<file path="src/mtg_pkg.sv">
// Package with the constants, types and helper functions of the Mersenne Twister generator.
`default_nettype none
package mtg_pkg;

   localparam int STATE_WORDS  = 624;
   localparam int TWIST_OFFSET = 397;
   localparam int ADDR_W       = $clog2(STATE_WORDS);
   localparam int OFFSET_MOD   = TWIST_OFFSET % STATE_WORDS;

   localparam logic [ADDR_W-1:0] LAST_ENTRY  = ADDR_W'(STATE_WORDS - 1);
   localparam logic [ADDR_W:0]   OFFSET_STEP = (ADDR_W + 1)'(OFFSET_MOD);
   localparam logic [ADDR_W:0]   DEPTH_WIDE  = (ADDR_W + 1)'(STATE_WORDS);

   localparam logic [31:0] SEED_MULT     = 32'd69069;
   localparam logic [31:0] TEMPER_B      = 32'h9d2c5680;
   localparam logic [31:0] TEMPER_C      = 32'hefc60000;
   localparam logic [31:0] AUTO_SEED     = 32'd4357;
   localparam logic [31:0] ZERO_SEED     = 32'd1234567890;
   localparam logic [31:0] UPPER_BIT     = 32'h80000000;
   localparam logic [31:0] LOWER_BITS    = 32'h7fffffff;
   localparam logic [31:0] MATRIX_RESET  = 32'h9908b0df;

   localparam logic ACTION_SEED = 1'b0;
   localparam logic ACTION_NEXT = 1'b1;

   typedef enum logic [2:0] {
      ST_IDLE,
      ST_FILL,
      ST_RD_CUR,
      ST_RD_NXT,
      ST_RD_FAR,
      ST_MIX,
      ST_EMIT
   } state_type;

   typedef enum logic [1:0] {
      RD_POS,
      RD_NEXT,
      RD_FAR
   } rd_sel_type;

   typedef struct packed {
      logic       load_seed;
      logic       auto_seed;
      logic       fill_step;
      rd_sel_type rd_sel;
      logic       latch_cur;
      logic       latch_nxt;
      logic       write_twist;
      logic       emit;
   } cmd_type;

   typedef struct packed {
      logic fill_last;
      logic seeded;
      logic out_free;
   } status_type;

   function automatic logic [31:0] temper(input logic [31:0] y);
      logic [31:0] t;
      t = y ^ (y >> 11);
      t = t ^ ((t << 7) & TEMPER_B);
      t = t ^ ((t << 15) & TEMPER_C);
      t = t ^ (t >> 18);
      return t;
   endfunction

endpackage
`default_nettype wire

</file>
<file path="src/mtg_ctrl.sv">
// Controller state machine that sequences seeding, state reads, the twist and output.
`default_nettype none
module mtg_ctrl (
   input  wire logic               clock,
   input  wire logic               reset,
   input  wire logic               req_tvalid,
   output logic                    req_tready,
   input  wire logic               req_tuser,
   input  wire mtg_pkg::status_type status,
   output mtg_pkg::cmd_type        cmd
);
   import mtg_pkg::*;

   state_type state_ff, state_in;
   logic      pend_ff, pend_in;
   logic      accept;

   assign req_tready = (state_ff == ST_IDLE);
   assign accept     = req_tvalid && req_tready;

   always_ff @(posedge clock) begin
      if (reset) begin
         state_ff <= ST_IDLE;
         pend_ff  <= 1'b0;
      end else begin
         state_ff <= state_in;
         pend_ff  <= pend_in;
      end
   end

   always_comb begin
      state_in = state_ff;
      pend_in  = pend_ff;
      case (state_ff)
         ST_IDLE: begin
            if (accept) begin
               if (req_tuser == ACTION_SEED) begin
                  state_in = ST_FILL;
                  pend_in  = 1'b0;
               end else if (!status.seeded) begin
                  state_in = ST_FILL;
                  pend_in  = 1'b1;
               end else begin
                  state_in = ST_RD_CUR;
               end
            end
         end
         ST_FILL: begin
            if (status.fill_last) begin
               state_in = pend_ff ? ST_RD_CUR : ST_IDLE;
               pend_in  = 1'b0;
            end
         end
         ST_RD_CUR: state_in = ST_RD_NXT;
         ST_RD_NXT: state_in = ST_RD_FAR;
         ST_RD_FAR: state_in = ST_MIX;
         ST_MIX:    state_in = ST_EMIT;
         ST_EMIT: begin
            if (status.out_free) begin
               state_in = ST_IDLE;
            end
         end
         default: state_in = ST_IDLE;
      endcase
   end

   always_comb begin
      cmd = '0;
      cmd.rd_sel = RD_POS;
      case (state_ff)
         ST_IDLE: begin
            cmd.load_seed = accept && ((req_tuser == ACTION_SEED) || !status.seeded);
            cmd.auto_seed = (req_tuser == ACTION_NEXT);
         end
         ST_FILL:   cmd.fill_step = 1'b1;
         ST_RD_CUR: cmd.rd_sel = RD_POS;
         ST_RD_NXT: begin
            cmd.rd_sel    = RD_NEXT;
            cmd.latch_cur = 1'b1;
         end
         ST_RD_FAR: begin
            cmd.rd_sel    = RD_FAR;
            cmd.latch_nxt = 1'b1;
         end
         ST_MIX:    cmd.write_twist = 1'b1;
         ST_EMIT:   cmd.emit = status.out_free;
         default:   cmd = '0;
      endcase
   end

endmodule
`default_nettype wire

</file>
<file path="config.mk">
export PLATFORM = sky130hd
export DESIGN_NAME = mtg_ctrl
export DESIGN_NICKNAME = d
export VERILOG_FILES = /design/src/mtg_pkg.sv /design/src/mtg_ctrl.sv
export SDC_FILE = /design/constraint.sdc
export NUM_CORES = 1
export LEC_CHECK = 0
export BUFFER_PORTS_ARGS = -buffer_cell sky130_fd_sc_hd__buf_2
export CAP_MARGIN = 30
export CORE_AREA = 2 2 39 41
export CTS_CLUSTER_DIAMETER = 40
export DETAILED_ROUTE_END_ITERATION = 6
export DIE_AREA = 0 0 41 43
export PLACE_DENSITY = 0.59
export SYNTH_ARGS = -nofsm -noshare
export SYNTH_HDL_FRONTEND = slang
export SYNTH_SLANG_ARGS = --single-unit
</file>
<file path="constraint.sdc">
create_clock -name clock -period 1.82 [get_ports clock]
set_input_delay 0.364 -clock clock [delete_from_list [all_inputs] [get_ports clock]]
set_output_delay 0.364 -clock clock [all_outputs]
set_load 0.02 [all_outputs]
</file>
==> results.ini, run 1 <==
[routing]
num_vias=345
drt_iter0_drc=7
routed_wl_microns=785
via_per_inst=4.539
drc=0
detail_route.wl_per_cell_microns=10.33
ant_nets=0
firstDrtPassIters=4

[synthesis]
synth_top_area_share=0.2370
yosys.area_share.adder=0
syn_nets=52
synth_area_leader_cell=dfxtp_1
synthesis.area_sq_um=337.8
synth_top_family_by_area=simple AND/OR/NAND/NOR gates
syn_inst=45
ys_types=27
yosysWarnings=0
muxShareOfSynthArea=0.03333
synth-seq-cells=4
synth_compound_area_frac=0.2444
ys_seq_area_frac=0.2370
yosys.area_share.simple=0.3593
synthXorXnorAreaFrac=0
synthTopCellsByArea=dfxtp_1 24%, nand2_1 6.7%, a221oi_2 4.4%
syn_avg_cell_area_sq_um=7.507

[finish]
fillCellCount=152
layout-drive-gt1-share=0.4833
nets=69
area.growth.synth_to_final_pct=28.15
antenna_cells=0

[sta]
slew_violations=0
tns_ps=0
whs_ps=356.5
setup_violations=0
worst_pin_slew_ps=261.2
rsz0062_at_grt=no
fin_crit_sh=0.9278
fmax_mhz=592.2
maxSlewHeadroom=0.8252
skew_ps=0.09262
hold_violations=0
period_needed_ps=1689

[worst_hold_path]
min_path_type=input pin to flip-flop
hold_depth=2
min_from=reset
whs_endpoint=state_ff[2]

[grt]
overflow=0
antenna_found_initial=0
grt_pass1_vias=262
grt_max_degree=14
grt_usage=0.1025
grt_pass1_wl_microns=1097

[critical_path]
critPathLaunchType=flip-flop
r2r_end=state_ff[0]
reg2reg_slack_ps=640
slowest_delay_ps=360
path_class=flip-flop to output port
r2r_start=state_ff[0]
crit_chain=or2_2 -> nor2_1 -> and2_1 -> buf_2
cp_top_family=simple AND/OR/NAND/NOR gates
crit_required_ps=1460
reg2regPathDepth=3
crit_arrival_ps=1320
path_max_fanout=11
path_buf_inv=1
end_kind=output port
crit_slowest_cell=dfxtp_2

[place]
port_buffers=16
gp_congestion=0.7783

[clocking]
cts_sinks=4
path_clk_slew_ps=40
cts_buffers=3
cts_hold_buf=0
postCtsSetupBuffers=0
clockRootBuffer=clkbuf_4
cts_tree=done
clk_latency_ps=230
clockBufferDepth=2
htree_levels=1

[job]
drv_cap=0

[pwr]
cellLeakagePower_nw=0.2240
power_w=0.0003247
peakVddDrop_mv=0.3084
powerDensity_nw_per_um2=750.1

[run_status]
status=completed

[floorplan]
die-area_sq_um=1763
core_area_sq_um=1384
die_h_microns=43
ios=17
rows=14
initial_core_util=0.2441
fp.dieW_microns=41

-- per-stage QoR --
stage,util,cell area [sq um],cells,setup WS (ps)
after floorplan,-,337.8,45,126.0
after global placement,0.2939,406.6,73,335.9
after global routing,0.3128,432.9,76,36.44
after CTS,0.3101,429.2,76,69.13
final,0.3128,432.9,76,131.5
after detailed placement,0.2939,406.6,73,332.2
-- state kept, by name (all words and copies together), names as in the netlist --
| signal | cells |
|---|---|
| pend_ff | 1 |
| state_ff | 3 |
-- Yosys cell counts --
cell / n
o21ai_2: 1
o21ai_0: 2
or3_1: 1
and2_2: 1
nand2_1: 6
nor2b_1: 1
dfxtp_1: 4
a311oi_1: 1
o21ba_2: 1
inv_1: 3
or2_2: 2
nor2_1: 4
and2_1: 1
clkbuf_2: 1
nand2b_1: 1
a221oi_2: 1
and4b_1: 1
a22oi_1: 1
nand3b_1: 1
buf_4: 2
and3_1: 1
a31oi_1: 1
and2b_1: 2
o22ai_1: 1
mux2_2: 1
buf_6: 1
a21oi_1: 2
-- timing repair --
action,in CTS,in global routing
endpoints found under the hold margin,0,0
endpoints found under the setup margin,0,3
resized for setup,0,3
-- worst max-delay path by stage --
stage | start | endpoint | slack (ps) | cells past startpoint
after global routing | state_ff[1] | cmd[7] | 40 | 4
after detailed placement | state_ff[1] | cmd[7] | 330 | 4
after global placement | state_ff[1] | cmd[7] | 340 | 4
after floorplan | state_ff[2] | cmd[7] | 130 | 4
after CTS | state_ff[1] | cmd[7] | 70 | 4
final | state_ff[1] | cmd[7] | 130 | 4
-- cell type report --
class	instances	area, sq um	share of cell area
timing repair buffer	16	80.08	0.1850
multi-input combinational	34	215.2	0.4971
tap	16	20.02	0.04624
inverter	3	11.26	0.02601
sequential	4	83.83	0.1936
clock buffer	3	22.52	0.05202
-- report_power, final --
group | switching (W) | internal [W]
clock network | 0.0000353 | 0.0000737
registers | 0.0000163 | 0.0000975
logic | 0.0000552 | 0.0000468
total | 0.000107 | 0.000218
-- logic make-up after synthesis --
| group | after synthesis |
|---|---|
| DFF | 4 |
| and+or+nand+nor | 22 |
| buffers and inverters | 7 |
| muxes | 1 |
| AOI/OAI and AO/OA | 11 |
-- per-layer routing --
metal | global-route usage | vias to the layer above | part of all wire
met5 | 0 | - | 0
met4 | 0.08000 | 0 | 0.015
met3 | 0.06283 | 2 | 0.064
met2 | 0.1313 | 13 | 0.43
met1 | 0.1161 | 145 | 0.49
li1 | - | 185 | -
-- placed cells by master (no fill, tap or decap) --
cell      instances
nand3b_1          1
mux2_2            1
o22ai_1           1
and2_2            1
o21ba_2           1
a311oi_1          1
a22oi_1           1
and4b_1           1
and2b_1           2
or2_2             2
buf_2            16
inv_1             3
nor2_1            4
dfxtp_2           3
and2_1            1
and3_1            1
clkbuf_4          3
o21ai_0           2
or3_1             1
a21oi_1           2
nor2b_1           1
nand2b_1          1
o21ai_2           1
nand2_1           6
a221oi_2          1
a31oi_1           1
dfxtp_1           1
Power figures use the tool's default switching activity.
==> run 2, diff against run 1 <==
==> constraint.sdc (replaced) <==
create_clock -name clock -period 1.82 [get_ports clock]
set_input_delay 0.182 -clock clock [delete_from_list [all_inputs] [get_ports clock]]
set_output_delay 0.182 -clock clock [all_outputs]
set_load 0.02 [all_outputs]
==> results.ini, run 2 (same netlist as run 1, synthesis figures left out) <==
[finish]
fillCellCount=159
top_register=state_ff
mostFrequentLayoutCells=16 x buf_2, 6 x nand2_1, 4 x nor2_1, 4 x dfxtp_1
largestRegisters=state_ff (3), pend_ff (1)
area.growth.synth_to_final_pct=27.04
largest_reg_flops=3
layout-drive-gt1-share=0.4333
nets=69
antenna_cells=0
multi_input_area_sq_um=215.2
utilization=0.3101
register_area_sq_um=80.08
final_common_cell=buf_2

[run_status]
status=completed

[floorplan]
initial_core_util=0.2441
rows=14
die-area_sq_um=1763
core_area_sq_um=1384
fp.dieW_microns=41
ios=17
die_h_microns=43

[sta]
hold_violations=0
period_needed_ps=1568
worst_pin_slew_ps=355.8
tns_ps=0
setup_violations=0
rsz0062_at_grt=no
fin_crit_sh=0.8613
skew_ps=1.040
fmax_mhz=637.9
slew_violations=0
maxSlewHeadroom=0.7625

[pwr]
cellLeakagePower_nw=0.2227
peakVddDrop_mv=0.2317
switching_share=0.3328
p_int_w=0.0002166
powerDensity_nw_per_um2=756.4
p_seq_frac=0.345
clockPowerShare=0.341
p_switching_w=0.0001080
pwr-share-comb=0.314

[grt]
use_met2=0.1313
grt_usage=0.09930
grt_max_degree=14
grt_most_used_layer=met2
overflow=0
grt_pass1_wl_microns=1110
grt_pass1_vias=274
gr-usage-met3=0.06283
use_met1=0.1058
antenna_found_initial=0

[critical_path]
crit_arrival_ps=1390
crit_slowest_cell=dfxtp_1
slowest_delay_ps=380
path_buf_inv=1
cp_top_family=simple AND/OR/NAND/NOR gates
path_max_fanout=11
end_kind=output port
path_class=flip-flop to output port
crit_required_ps=1640
critPathLaunchType=flip-flop
crit_chain=or2_2 -> nor2_1 -> and2_1 -> buf_2

[routing]
ant_nets=0
firstDrtPassIters=4
detail_route.wl_per_cell_microns=9.579
drt_iter0_drc=6
via_per_inst=4.671
routed_wl_microns=728
drc=0
num_vias=355

[clocking]
cts_buffers=3
clockRootBuffer=clkbuf_4
cts_tree=done
cts_sinks=4
path_clk_slew_ps=40
clockBufferDepth=2
cts_hold_buf=0
post_cts_resized=0
htree_levels=1
postCtsSetupBuffers=0
clk_latency_ps=230

[worst_hold_path]
min_path_type=input pin to flip-flop

[job]
drv_cap=0

[place]
gp_congestion=0.7617
port_buffers=16
dp_hpwl_microns=568.9

run 2: cell count changes in the layout (fill, tap and decap cells not counted):
cell | previous run | this run
dfxtp_1 | 1 | 4
dfxtp_2 | 3 | 0
run 2: layout make-up:
class | count | area share
sequential | 4 | 0.1866
tap | 16 | 0.04665
inverter | 3 | 0.02624
timing repair buffer | 16 | 0.1866
multi-input combinational | 34 | 0.5015
clock buffer | 3 | 0.05248
run 2: final timing paths:
check	startpoint	end	slack, ps	cells after the start
max	state_ff[1]	cmd[7]	250	4
min	reset	state_ff[1]	180	2
max reg2reg	state_ff[0]	pend_ff	490	3
min reg2reg	state_ff[2]	state_ff[2]	560	2
run 2: power groups by stage:
stage               Combinational, W  Sequential (W)  Clock, W
finish                      0.000102        0.000112  0.000111
detailed placement          0.000102        0.000113         0
floorplan                  0.0000892        0.000101         0
global placement            0.000102        0.000113         0
CTS                         0.000103        0.000112  0.000117
global route                0.000111        0.000114  0.000127
run 2: stage by stage:
stage	setup WS (ps)	cell area, sq um	std cells	power [W]	hold slack [ps]
after CTS	236.0	429.2	76	0.0003309	165.2
after detailed placement	504.6	406.6	73	0.0002150	419.0
after global placement	522.7	406.6	73	0.0002150	425.3
after floorplan	308.0	337.8	45	0.0001906	248.2
final	252.4	429.2	76	0.0003246	175.5
after global routing	141.3	429.2	76	0.0003517	176.9
run 2: worst reg2reg max path, delay by kind of cell, from the launching register on:
kind | cells | cell delay (ps)
DFF | 1 | 520
muxes | 1 | 410
AOI/OAI and AO/OA | 2 | 260
run 2: per-layer routing:
metal / share of wire / up-vias / wire (microns)
li1: - / 185 / -
met1: 0.48 / 153 / 347
met2: 0.43 / 15 / 313
met3: 0.071 / 2 / 52
met4: 0.019 / 0 / 14
met5: 0 / - / 0
